## src/rtl/mavt_pkg.sv

```systemverilog
// Shared types, constants and register codes for the multiturn angle tracker.
// No dependencies; every other file in rtl/ uses this package.
package mavt_pkg;

    localparam int ANGLE_BITS_DEF   = 14;
    localparam int STAMP_BITS_DEF   = 32;
    localparam int ANGLE_FIELD_BITS = 14;
    localparam int STAMP_FIELD_BITS = 32;
    localparam int TURN_BITS        = 32;
    localparam int VEL_BITS         = 32;
    localparam int RATE_BITS        = 27;
    localparam int MIN_EL_BITS      = 32;
    localparam int WRAP_BITS        = 14;
    localparam int CFG_INDEX_BITS   = 2;
    localparam int CFG_DATA_BITS    = 32;
    localparam int QUO_BITS         = 31;
    localparam int STEP_BITS        = $clog2(QUO_BITS);

    localparam logic [CFG_INDEX_BITS-1:0] REG_TICK_RATE   = 2'd0;
    localparam logic [CFG_INDEX_BITS-1:0] REG_MIN_ELAPSED = 2'd1;
    localparam logic [CFG_INDEX_BITS-1:0] REG_WRAP_THR    = 2'd2;

    localparam logic [RATE_BITS-1:0]   TICK_RATE_RST   = 27'd10000000;
    localparam logic [MIN_EL_BITS-1:0] MIN_ELAPSED_RST = 32'd1000;
    localparam logic [WRAP_BITS-1:0]   WRAP_THR_RST    = 14'd13107;

    localparam logic KIND_SAMPLE = 1'b0;
    localparam logic KIND_QUERY  = 1'b1;

    localparam logic [VEL_BITS-1:0] VEL_MAX = 32'h7FFF_FFFF;
    localparam logic [VEL_BITS-1:0] VEL_MIN = 32'h8000_0000;

    typedef struct packed {
        logic                        kind;
        logic [ANGLE_FIELD_BITS-1:0] sample_angle;
        logic                        sample_invalid;
        logic [STAMP_FIELD_BITS-1:0] timestamp;
    } t_in_item;

    typedef struct packed {
        logic signed [TURN_BITS-1:0] turn_count;
        logic [ANGLE_FIELD_BITS-1:0] angle_now;
        logic signed [VEL_BITS-1:0]  velocity;
        logic                        velocity_fresh;
        logic                        sample_taken;
    } t_out_item;

    typedef struct packed {
        logic [RATE_BITS-1:0]   tick_rate_hz;
        logic [MIN_EL_BITS-1:0] min_elapsed_ticks;
        logic [WRAP_BITS-1:0]   wrap_threshold;
    } t_cfg;

endpackage

```

## src/rtl/mavt_ifs.sv

```systemverilog
// Valid/ready channel interfaces: sample/query input, result output, config write.
// Depends on mavt_pkg for payload types and widths.
interface mavt_in_if;
    import mavt_pkg::*;
    logic     valid;
    logic     ready;
    t_in_item data;
    modport source (output valid, output data, input ready);
    modport sink   (input valid, input data, output ready);
endinterface

interface mavt_out_if;
    import mavt_pkg::*;
    logic      valid;
    logic      ready;
    t_out_item data;
    modport source (output valid, output data, input ready);
    modport sink   (input valid, input data, output ready);
endinterface

interface mavt_cfg_if;
    import mavt_pkg::*;
    logic                      valid;
    logic                      ready;
    logic [CFG_INDEX_BITS-1:0] index;
    logic [CFG_DATA_BITS-1:0]  wdata;
    modport source (output valid, output index, output wdata, input ready);
    modport sink   (input valid, input index, input wdata, output ready);
endinterface

```

## src/rtl/mavt_cfg_regs.sv

```systemverilog
// Configuration register file: tick rate, minimum elapsed ticks, wrap threshold.
// Depends on mavt_pkg and mavt_cfg_if.
module mavt_cfg_regs (
    input  logic           i_clk,
    input  logic           i_rst_n,
    mavt_cfg_if.sink       i_cfg,
    output mavt_pkg::t_cfg o_cfg
);
    import mavt_pkg::*;

    t_cfg r_cfg;
    t_cfg n_cfg;

    assign i_cfg.ready = 1'b1;
    assign o_cfg       = r_cfg;

    always_comb begin
        n_cfg = r_cfg;
        if (i_cfg.valid) begin
            case (i_cfg.index)
                REG_TICK_RATE:   n_cfg.tick_rate_hz      = i_cfg.wdata[RATE_BITS-1:0];
                REG_MIN_ELAPSED: n_cfg.min_elapsed_ticks = i_cfg.wdata[MIN_EL_BITS-1:0];
                REG_WRAP_THR:    n_cfg.wrap_threshold    = i_cfg.wdata[WRAP_BITS-1:0];
                default:         n_cfg = r_cfg;
            endcase
        end
    end

    always_ff @(posedge i_clk) begin
        if (!i_rst_n) begin
            r_cfg.tick_rate_hz      <= TICK_RATE_RST;
            r_cfg.min_elapsed_ticks <= MIN_ELAPSED_RST;
            r_cfg.wrap_threshold    <= WRAP_THR_RST;
        end else begin
            r_cfg <= n_cfg;
        end
    end

endmodule

```

## src/rtl/mavt_serial_muldiv.sv

```systemverilog
// Bit-serial velocity unit: signed numerator, shift-add multiply by tick rate,
// overflow check, then restoring divide by elapsed ticks, one bit per cycle.
// Depends on mavt_pkg.
module mavt_serial_muldiv #(
    parameter int ANGLE_BITS = mavt_pkg::ANGLE_BITS_DEF,
    parameter int STAMP_BITS = mavt_pkg::STAMP_BITS_DEF
) (
    input  logic                             i_clk,
    input  logic                             i_rst_n,
    input  logic                             i_start,
    input  logic [mavt_pkg::TURN_BITS-1:0]   i_turns,
    input  logic [mavt_pkg::TURN_BITS-1:0]   i_ref_turns,
    input  logic [ANGLE_BITS-1:0]            i_angle,
    input  logic [ANGLE_BITS-1:0]            i_ref_angle,
    input  logic [STAMP_BITS-1:0]            i_elapsed,
    input  logic [mavt_pkg::RATE_BITS-1:0]   i_rate,
    output logic                             o_done,
    output logic [mavt_pkg::VEL_BITS-1:0]    o_velocity
);
    import mavt_pkg::*;

    localparam int AW = ANGLE_BITS;
    localparam int SW = STAMP_BITS;
    localparam int MW = TURN_BITS + AW;
    localparam int NW = MW + 1;
    localparam int PW = MW + RATE_BITS;
    localparam int HW = PW - QUO_BITS;

    typedef enum logic [6:0] {
        U_IDLE = 7'b0000001,
        U_NUM  = 7'b0000010,
        U_ABS  = 7'b0000100,
        U_MUL  = 7'b0001000,
        U_CHK  = 7'b0010000,
        U_DIV  = 7'b0100000,
        U_DONE = 7'b1000000
    } t_md_state;

    t_md_state             r_state, n_state;
    logic [TURN_BITS-1:0]  r_dt,    n_dt;
    logic [AW:0]           r_da,    n_da;
    logic [NW-1:0]         r_num,   n_num;
    logic                  r_neg,   n_neg;
    logic [MW-1:0]         r_mag,   n_mag;
    logic [RATE_BITS-1:0]  r_rate,  n_rate;
    logic [SW-1:0]         r_den,   n_den;
    logic [PW-1:0]         r_acc,   n_acc;
    logic [SW-1:0]         r_rem,   n_rem;
    logic [QUO_BITS-1:0]   r_quo,   n_quo;
    logic                  r_sat,   n_sat;
    logic [STEP_BITS-1:0]  r_cnt,   n_cnt;

    logic [NW-1:0]         num_w;
    logic [NW-1:0]         num_neg;
    logic [PW-1:0]         addend;
    logic [HW-1:0]         hi;
    logic [HW-1:0]         den_hi;
    logic [SW:0]           trial;
    logic [SW:0]           den_ext;
    logic                  ge;
    logic [VEL_BITS-1:0]   q_ext;

    always_comb begin
        num_w   = {r_dt[TURN_BITS-1], r_dt, {AW{1'b0}}}
                + {{(NW-AW-1){r_da[AW]}}, r_da};
        num_neg = ~r_num + 1'b1;
        addend  = r_rate[RATE_BITS-1] ? {{RATE_BITS{1'b0}}, r_mag} : '0;
        hi      = r_acc[PW-1:QUO_BITS];
        den_hi  = {{(HW-SW){1'b0}}, r_den};
        trial   = {r_rem, r_acc[QUO_BITS-1]};
        den_ext = {1'b0, r_den};
        ge      = (trial >= den_ext);
        q_ext   = {1'b0, r_quo};

        n_state = r_state;
        n_dt    = r_dt;
        n_da    = r_da;
        n_num   = r_num;
        n_neg   = r_neg;
        n_mag   = r_mag;
        n_rate  = r_rate;
        n_den   = r_den;
        n_acc   = r_acc;
        n_rem   = r_rem;
        n_quo   = r_quo;
        n_sat   = r_sat;
        n_cnt   = r_cnt;

        case (r_state)
            U_IDLE: begin
                if (i_start) begin
                    n_dt    = i_turns - i_ref_turns;
                    n_da    = {1'b0, i_angle} - {1'b0, i_ref_angle};
                    n_rate  = i_rate;
                    n_den   = i_elapsed;
                    n_state = U_NUM;
                end
            end
            U_NUM: begin
                n_num   = num_w;
                n_neg   = num_w[NW-1];
                n_state = U_ABS;
            end
            U_ABS: begin
                n_mag   = r_neg ? num_neg[MW-1:0] : r_num[MW-1:0];
                n_acc   = '0;
                n_cnt   = '0;
                n_sat   = 1'b0;
                n_quo   = '0;
                n_state = U_MUL;
            end
            U_MUL: begin
                n_acc  = {r_acc[PW-2:0], 1'b0} + addend;
                n_rate = {r_rate[RATE_BITS-2:0], 1'b0};
                n_cnt  = r_cnt + 1'b1;
                if (r_cnt == STEP_BITS'(RATE_BITS - 1)) begin
                    n_state = U_CHK;
                end
            end
            U_CHK: begin
                n_cnt = '0;
                if (hi >= den_hi) begin
                    n_sat   = 1'b1;
                    n_state = U_DONE;
                end else begin
                    n_rem   = hi[SW-1:0];
                    n_state = U_DIV;
                end
            end
            U_DIV: begin
                n_rem = ge ? SW'(trial - den_ext) : trial[SW-1:0];
                n_quo = {r_quo[QUO_BITS-2:0], ge};
                n_acc = {r_acc[PW-2:0], 1'b0};
                n_cnt = r_cnt + 1'b1;
                if (r_cnt == STEP_BITS'(QUO_BITS - 1)) begin
                    n_state = U_DONE;
                end
            end
            U_DONE: begin
                n_state = U_IDLE;
            end
            default: begin
                n_state = U_IDLE;
            end
        endcase
    end

    assign o_done = (r_state == U_DONE);

    always_comb begin
        if (r_neg) begin
            o_velocity = r_sat ? VEL_MIN : (~q_ext + 1'b1);
        end else begin
            o_velocity = r_sat ? VEL_MAX : q_ext;
        end
    end

    always_ff @(posedge i_clk) begin
        if (!i_rst_n) begin
            r_state <= U_IDLE;
        end else begin
            r_state <= n_state;
        end
    end

    always_ff @(posedge i_clk) begin
        r_dt   <= n_dt;
        r_da   <= n_da;
        r_num  <= n_num;
        r_neg  <= n_neg;
        r_mag  <= n_mag;
        r_rate <= n_rate;
        r_den  <= n_den;
        r_acc  <= n_acc;
        r_rem  <= n_rem;
        r_quo  <= n_quo;
        r_sat  <= n_sat;
        r_cnt  <= n_cnt;
    end

endmodule

```

## src/rtl/multiturn_angle_velocity_tracker.sv

```systemverilog
// Multiturn angle tracker and velocity estimator, top level.
// Depends on mavt_pkg, mavt_ifs, mavt_cfg_regs and mavt_serial_muldiv.
//
// Usage:
//   i_in  : one item per transfer. kind 0 is an angle sample (angle, invalid
//           flag, timestamp), kind 1 is a velocity query. One result per item.
//   o_out : turn count, latest angle, velocity, fresh and sample-taken flags.
//   i_cfg : register writes (0 tick rate, 1 minimum elapsed ticks, 2 wrap
//           threshold); always ready, other indexes are dropped.
// Flow:
//   Items are processed one at a time. A sample, or a query answered from the
//   held velocity, goes through the execute and finish states to the output
//   register. A query that recomputes also waits in S_WAIT for the bit-serial
//   unit: setup, 27 multiply steps (one tick-rate bit each), an overflow check,
//   31 divide steps (one quotient bit each) and handoff; a saturating result
//   skips the divide steps. i_in is ready again the cycle after a result is
//   loaded into the output register, and no new item is taken before then.
// Reset: synchronous, active low. All tracking state clears, registers load
//   their reset values, no result is pending.
// Stall: a result waits in the output register until taken; the next item is
//   still accepted and processed up to its own result.
module multiturn_angle_velocity_tracker #(
    parameter int ANGLE_BITS = mavt_pkg::ANGLE_BITS_DEF,
    parameter int STAMP_BITS = mavt_pkg::STAMP_BITS_DEF
) (
    input  logic        i_clk,
    input  logic        i_rst_n,
    mavt_in_if.sink     i_in,
    mavt_out_if.source  o_out,
    mavt_cfg_if.sink    i_cfg
);
    import mavt_pkg::*;

    localparam int AW = ANGLE_BITS;
    localparam int SW = STAMP_BITS;

    typedef enum logic [3:0] {
        S_IDLE = 4'b0001,
        S_EXEC = 4'b0010,
        S_WAIT = 4'b0100,
        S_FIN  = 4'b1000
    } t_trk_state;

    t_cfg                 cfg;
    t_trk_state           r_state, n_state;

    logic                 r_kind;
    logic [AW-1:0]        r_angle;
    logic                 r_invalid;
    logic [SW-1:0]        r_stamp;

    logic [AW-1:0]        r_last_angle, n_last_angle;
    logic [SW-1:0]        r_last_stamp, n_last_stamp;
    logic [TURN_BITS-1:0] r_turns,      n_turns;
    logic [AW-1:0]        r_ref_angle,  n_ref_angle;
    logic [TURN_BITS-1:0] r_ref_turns,  n_ref_turns;
    logic [SW-1:0]        r_ref_stamp,  n_ref_stamp;
    logic [VEL_BITS-1:0]  r_held_vel,   n_held_vel;
    logic                 r_primed,     n_primed;
    logic                 r_fresh,      n_fresh;
    logic                 r_taken,      n_taken;

    logic                 r_out_valid,  n_out_valid;
    t_out_item            r_out,        n_out;

    logic [31:0]          angle_in32;
    logic [31:0]          angle_out32;
    logic [SW-1:0]        elapsed;
    logic                 el_neg;
    logic                 el_short;
    logic [AW:0]          d;
    logic [AW:0]          ad;
    logic                 md_start;
    logic                 md_done;
    logic [VEL_BITS-1:0]  md_vel;
    logic                 out_load;

    mavt_cfg_regs u_cfg (
        .i_clk   (i_clk),
        .i_rst_n (i_rst_n),
        .i_cfg   (i_cfg),
        .o_cfg   (cfg)
    );

    mavt_serial_muldiv #(
        .ANGLE_BITS (ANGLE_BITS),
        .STAMP_BITS (STAMP_BITS)
    ) u_muldiv (
        .i_clk       (i_clk),
        .i_rst_n     (i_rst_n),
        .i_start     (md_start),
        .i_turns     (r_turns),
        .i_ref_turns (r_ref_turns),
        .i_angle     (r_last_angle),
        .i_ref_angle (r_ref_angle),
        .i_elapsed   (elapsed),
        .i_rate      (cfg.tick_rate_hz),
        .o_done      (md_done),
        .o_velocity  (md_vel)
    );

    assign i_in.ready  = (r_state == S_IDLE);
    assign o_out.valid = r_out_valid;
    assign o_out.data  = r_out;

    assign angle_in32  = 32'(i_in.data.sample_angle);
    assign angle_out32 = 32'(r_last_angle);
    assign elapsed     = r_last_stamp - r_ref_stamp;
    assign el_neg      = elapsed[SW-1];
    assign el_short    = (32'(elapsed) < cfg.min_elapsed_ticks) || (elapsed == '0);
    assign d           = {1'b0, r_angle} - {1'b0, r_last_angle};
    assign ad          = d[AW] ? (~d + 1'b1) : d;
    assign md_start    = (r_state == S_EXEC) && (r_kind == KIND_QUERY) && !el_neg && !el_short;
    assign out_load    = (r_state == S_FIN) && (!r_out_valid || o_out.ready);

    always_comb begin
        n_state      = r_state;
        n_last_angle = r_last_angle;
        n_last_stamp = r_last_stamp;
        n_turns      = r_turns;
        n_ref_angle  = r_ref_angle;
        n_ref_turns  = r_ref_turns;
        n_ref_stamp  = r_ref_stamp;
        n_held_vel   = r_held_vel;
        n_primed     = r_primed;
        n_fresh      = r_fresh;
        n_taken      = r_taken;

        case (r_state)
            S_IDLE: begin
                if (i_in.valid) begin
                    n_state = S_EXEC;
                end
            end
            S_EXEC: begin
                n_fresh = 1'b0;
                n_taken = 1'b0;
                n_state = S_FIN;
                if (r_kind == KIND_SAMPLE) begin
                    if (!r_invalid) begin
                        n_taken      = 1'b1;
                        n_last_angle = r_angle;
                        n_last_stamp = r_stamp;
                        if (!r_primed) begin
                            n_ref_angle = r_angle;
                            n_ref_turns = r_turns;
                            n_ref_stamp = r_stamp;
                            n_primed    = 1'b1;
                        end else if (32'(ad) > 32'(cfg.wrap_threshold)) begin
                            n_turns = d[AW] ? (r_turns + 1'b1) : (r_turns - 1'b1);
                        end
                    end
                end else if (el_neg) begin
                    n_ref_angle = r_last_angle;
                    n_ref_turns = r_turns;
                    n_ref_stamp = r_last_stamp;
                end else if (!el_short) begin
                    n_state = S_WAIT;
                end
            end
            S_WAIT: begin
                if (md_done) begin
                    n_held_vel  = md_vel;
                    n_fresh     = 1'b1;
                    n_ref_angle = r_last_angle;
                    n_ref_turns = r_turns;
                    n_ref_stamp = r_last_stamp;
                    n_state     = S_FIN;
                end
            end
            S_FIN: begin
                if (out_load) begin
                    n_state = S_IDLE;
                end
            end
            default: begin
                n_state = S_IDLE;
            end
        endcase
    end

    always_comb begin
        n_out                = r_out;
        n_out_valid          = r_out_valid;
        if (out_load) begin
            n_out.turn_count     = r_turns;
            n_out.angle_now      = angle_out32[ANGLE_FIELD_BITS-1:0];
            n_out.velocity       = r_held_vel;
            n_out.velocity_fresh = r_fresh;
            n_out.sample_taken   = r_taken;
            n_out_valid          = 1'b1;
        end else if (o_out.ready) begin
            n_out_valid = 1'b0;
        end
    end

    always_ff @(posedge i_clk) begin
        if (!i_rst_n) begin
            r_state      <= S_IDLE;
            r_last_angle <= '0;
            r_last_stamp <= '0;
            r_turns      <= '0;
            r_ref_angle  <= '0;
            r_ref_turns  <= '0;
            r_ref_stamp  <= '0;
            r_held_vel   <= '0;
            r_primed     <= 1'b0;
            r_fresh      <= 1'b0;
            r_taken      <= 1'b0;
            r_out_valid  <= 1'b0;
        end else begin
            r_state      <= n_state;
            r_last_angle <= n_last_angle;
            r_last_stamp <= n_last_stamp;
            r_turns      <= n_turns;
            r_ref_angle  <= n_ref_angle;
            r_ref_turns  <= n_ref_turns;
            r_ref_stamp  <= n_ref_stamp;
            r_held_vel   <= n_held_vel;
            r_primed     <= n_primed;
            r_fresh      <= n_fresh;
            r_taken      <= n_taken;
            r_out_valid  <= n_out_valid;
        end
    end

    always_ff @(posedge i_clk) begin
        r_out <= n_out;
        if (i_in.valid && i_in.ready) begin
            r_kind    <= i_in.data.kind;
            r_angle   <= angle_in32[AW-1:0];
            r_invalid <= i_in.data.sample_invalid;
            r_stamp   <= i_in.data.timestamp[SW-1:0];
        end
    end

endmodule

```

## src/flat_wrapper.sv

```systemverilog
// flat-port wrapper written by rule: the top's interface ports become plain ports
module multiturn_angle_velocity_tracker_flat import mavt_pkg::*;
#(
    parameter int ANGLE_BITS = mavt_pkg::ANGLE_BITS_DEF,
    parameter int STAMP_BITS = mavt_pkg::STAMP_BITS_DEF
)
  (i_clk, i_rst_n, i_in_valid, i_in_data, i_in_ready, o_out_valid, o_out_data, o_out_ready, i_cfg_valid, i_cfg_index, i_cfg_wdata, i_cfg_ready);
  mavt_in_if i_in_i ();
  mavt_out_if o_out_i ();
  mavt_cfg_if i_cfg_i ();
  input  logic i_clk;
  input  logic i_rst_n;
  input wire logic [$bits(i_in_i.valid)-1:0] i_in_valid;
  input wire logic [$bits(i_in_i.data)-1:0] i_in_data;
  output wire logic [$bits(i_in_i.ready)-1:0] i_in_ready;
  output wire logic [$bits(o_out_i.valid)-1:0] o_out_valid;
  output wire logic [$bits(o_out_i.data)-1:0] o_out_data;
  input wire logic [$bits(o_out_i.ready)-1:0] o_out_ready;
  input wire logic [$bits(i_cfg_i.valid)-1:0] i_cfg_valid;
  input wire logic [$bits(i_cfg_i.index)-1:0] i_cfg_index;
  input wire logic [$bits(i_cfg_i.wdata)-1:0] i_cfg_wdata;
  output wire logic [$bits(i_cfg_i.ready)-1:0] i_cfg_ready;
  assign i_in_i.valid = i_in_valid;
  assign i_in_i.data = i_in_data;
  assign i_in_ready = i_in_i.ready;
  assign o_out_valid = o_out_i.valid;
  assign o_out_data = o_out_i.data;
  assign o_out_i.ready = o_out_ready;
  assign i_cfg_i.valid = i_cfg_valid;
  assign i_cfg_i.index = i_cfg_index;
  assign i_cfg_i.wdata = i_cfg_wdata;
  assign i_cfg_ready = i_cfg_i.ready;
  multiturn_angle_velocity_tracker #(.ANGLE_BITS(ANGLE_BITS), .STAMP_BITS(STAMP_BITS)) u_core (.i_clk(i_clk), .i_rst_n(i_rst_n), .i_in(i_in_i), .o_out(o_out_i), .i_cfg(i_cfg_i));
endmodule
```

## config.mk

```make
export PLATFORM = sky130hd
export DESIGN_NAME = multiturn_angle_velocity_tracker_flat
export DESIGN_NICKNAME = d
export VERILOG_FILES = /design/src/rtl/mavt_pkg.sv /design/src/rtl/mavt_ifs.sv /design/src/rtl/mavt_cfg_regs.sv /design/src/rtl/mavt_serial_muldiv.sv /design/src/rtl/multiturn_angle_velocity_tracker.sv /design/src/flat_wrapper.sv
export SDC_FILE = /design/constraint.sdc
export NUM_CORES = 2
export LEC_CHECK = 0
export ABC_AREA = 1
export BUFFER_PORTS_ARGS = -buffer_cell sky130_fd_sc_hd__clkbuf_2
export CAP_MARGIN = 20
export CELL_PAD_IN_SITES_DETAIL_PLACEMENT = 1
export CELL_PAD_IN_SITES_GLOBAL_PLACEMENT = 2
export CORE_AREA = 4 4 332 334
export CTS_BUF_LIST = sky130_fd_sc_hd__clkbuf_16
export CTS_CLUSTER_SIZE = 24
export DETAILED_ROUTE_END_ITERATION = 8
export DIE_AREA = 0 0 336 338
export PLACE_DENSITY = 0.94
export SLEW_MARGIN = 20
export SYNTH_ARGS = -nofsm -noshare
export SYNTH_HDL_FRONTEND = slang
export SYNTH_SLANG_ARGS = --single-unit
```

## constraint.sdc

```tcl
create_clock -name i_clk -period 30.7 [get_ports i_clk]
set_input_delay 6.14 -clock i_clk [delete_from_list [all_inputs] [get_ports i_clk]]
set_output_delay 6.14 -clock i_clk [all_outputs]
set_load 0.01 [all_outputs]
```

==> reports/results.ini <==
[finish]
area_growth_pct = 11.15
utilization_pct = 46.67
drive_gt1_share_pct = 7.626
fill_cells = 13000
diodes = 0
nets = 6038
final_cells = 7107
finish.instance_area_um2 = 49890

[logic_synthesis]
yosysTopAreaCell = edfxtp_1
ys.flop_type = edfxtp_1
syn_nets = 5897
yosysTopAreaCellShare_pct = 31.38
yosysUniqueCellTypes = 67
synth-async-reset-ratio_pct = 0
syn_area_um2 = 44890
synth-seq-area-share_pct = 43.69
ys_warn_count = 0
yosys-top-cells-area = edfxtp_1 (31%), dfxtp_1 (12%), nand2_1 (8.8%)
ys_ff_latch = 745
avgSynthCellArea_um2 = 8.174
synthCells = 5491
synth_edf_count = 469
synth_common_cells = nand2_1 (1052), inv_1 (776), nor2_1 (585)
yosysMostFrequentCell = nand2_1

[placement]
placed_area_um2 = 47170
numPortBuffers = 168
post-dp-hpwl_um = 102800
place_inst = 6948
place_congestion = 0.9200
post-place-ws_ns = 22.48

[pwr]
leakagePower_nw = 21.90
power_density_nw_per_um2 = 53.04
ir_drop_v = 0.00004082
total_power_mw = 2.646

[sta]
setup_ws_ns = 22.73
layout_min_cycle_time_ns = 7.971
hold_violations = 0
whs_ns = 0.4120
fin_crit_sh_pct = 25.97
worstMarginPinSlew_ns = 1.058
rsz0062_at_grt = no
clock.fmax_mhz = 125.4
slew_headroom_pct = 29.49
skew_ns = 0.01877
maxSlewViolCount = 0
finalSetupTns_ns = 0
finalSetupViolCount = 0

[clock_network]
cts_resized = 0
postCtsSetupBuffers = 0
clk_latency_ns = 0.66
cts.sinks = 745
cts_tree = built
cts_made_buffers = 85
cts_max_level = 3
cts_root_buf = clkbuf_16
ctsHoldBuffers = 0
clk_pin_slew_ns = 0.06
clock_path_buffers = 3

[drt]
wl_per_cell_um = 18.98
drt-total-wl_um = 134900
dr_total_vias = 38200
drc = 0
ant_nets = 0
drt-pass1-iter-count = 7
viasPerCell = 5.375
drtIter0Drc = 2204

[critical_path]
cp-end-kind = primary output
crit_required_ns = 24.56
crit_arrival_ns = 1.83
crit_slowest_cell = nor3_1
critical_path_class = flop to primary output
crit_fanout = 4
startpoint_type = flop
cp_cell_sequence = nor2_1 -> inv_1 -> nor3_1 -> clkbuf_2
r2r_cells = 25
critPathMaxStageDelay_ns = 0.39

[global_routing]
grt_use_total_pct = 23.44
antenna_found_initial = 0
grt_pass1_vias = 39350
grt_max_degree = 148
grt_first_pass_wirelength_um = 215100
grt_overflow = 0

[die]
die-area_um2 = 113600
design.core.area_um2 = 106900
initial_utilization_pct = 41.99
io_pins = 170
rows = 120
fp.dieH_um = 338
die_w_um = 336

[min_path]
holdCritPathClass = flop to flop
whs_path_depth = 0

[status]
status = complete, no violations

[flow_run]
drv_cap = 0

==> path summary, 6_finish.rpt <==
check	slack, ns	from	end
worst max-delay path	22.73	u_core.r_state[2]	i_in_ready
worst min register to register	0.41	u_core.u_muldiv.r_da[6]	u_core.u_muldiv.r_num[6]
worst min-delay path	0.41	u_core.u_muldiv.r_da[6]	u_core.u_muldiv.r_num[6]
worst max register to register	25.06	u_core.r_last_stamp[0]	u_core.u_muldiv.r_rate[25]
==> cell usage in the layout (no fill, tap or decap), types with 8 or more instances in the layout <==
cell / n
o21bai_1: 16
o221ai_1: 14
nand2_2: 15
nor2_2: 8
and2_1: 11
clkbuf_16: 87
nor2_1: 582
o22ai_1: 14
ha_1: 311
nand3b_1: 10
edfxtp_1: 469
xnor2_1: 90
o31ai_1: 11
nor4_1: 36
buf_4: 28
nand4_1: 46
o211ai_1: 44
o21a_1: 20
dfxtp_1: 276
a21oi_1: 522
clkinv_1: 28
clkinv_2: 12
a21o_1: 26
a211oi_2: 43
xor2_1: 150
o21ai_1: 50
o21ai_0: 390
a221oi_1: 8
fa_1: 8
nand3_1: 142
a31oi_1: 40
nor3_1: 61
a21boi_0: 10
nand2_1: 1050
inv_1: 790
clkbuf_2: 167
or2_2: 12
==> registers in the layout, summed over array words and instances (netlist names), 5 cells and up <==
register                 cells
u_core.o_out.data           80
u_core.u_cfg.o_cfg          73
u_core.u_muldiv.r_acc       73
u_core.u_muldiv.r_mag       46
u_core.u_muldiv.r_num       46
u_core.r_held_vel           32
u_core.r_last_stamp         32
u_core.r_ref_stamp          32
u_core.r_ref_turns          32
u_core.r_stamp              32
u_core.r_turns              32
u_core.u_muldiv.r_den       32
u_core.u_muldiv.r_dt        32
u_core.u_muldiv.r_rem       32
u_core.u_muldiv.r_quo       31
u_core.u_muldiv.r_rate      27
u_core.u_muldiv.r_da        15
u_core.r_angle              14
u_core.r_last_angle         14
u_core.r_ref_angle          14
u_core.u_muldiv.r_state      7
u_core.u_muldiv.r_cnt        5
==> where the power goes <==
group	switching [mW]	internal (mW)
logic	0.349	0.166
registers	0.0205	1.11
clock network	0.435	0.568
==> critical path, delay by kind of cell, from the launching register on <==
family	cells	cell delay (ns)
buffers and inverters	2	0.29
and+or+nand+nor	2	0.54
DFF	1	0.35
==> final cells by class <==
cell class	count	area [um^2]	area share, %
Inverter	783	2940	5.893
Multi-Input combinational cell	3819	21760	43.61
Sequential cell	745	19610	39.30
Timing Repair Buffer	198	1105	2.214
Tap cell	1403	1755	3.518
Clock buffer	87	2177	4.364
Clock inverter	72	546.8	1.096
==> cells by family after synthesis <==
logic type	synth area share (%)
compound gates	16.16
xor+xnor	4.683
fa+ha+maj	9.026
buf+inv	8.048
flops	43.69
other cells	0.008355
simple gates	18.39
==> routing by layer <==
| layer | wire, um | share of wire [%] | GRT usage (%) | vias up |
|---|---|---|---|---|
| li1 | - | - | - | 18740 |
| met2 | 63250 | 47 | 39.59 | 709 |
| met3 | 5172 | 3.8 | 2.716 | 169 |
| met5 | 0 | 0 | 0 | - |
| met4 | 3096 | 2.3 | 6.170 | 0 |
| met1 | 63370 | 47 | 32.10 | 18590 |
Power figures use the tool's default switching activity.
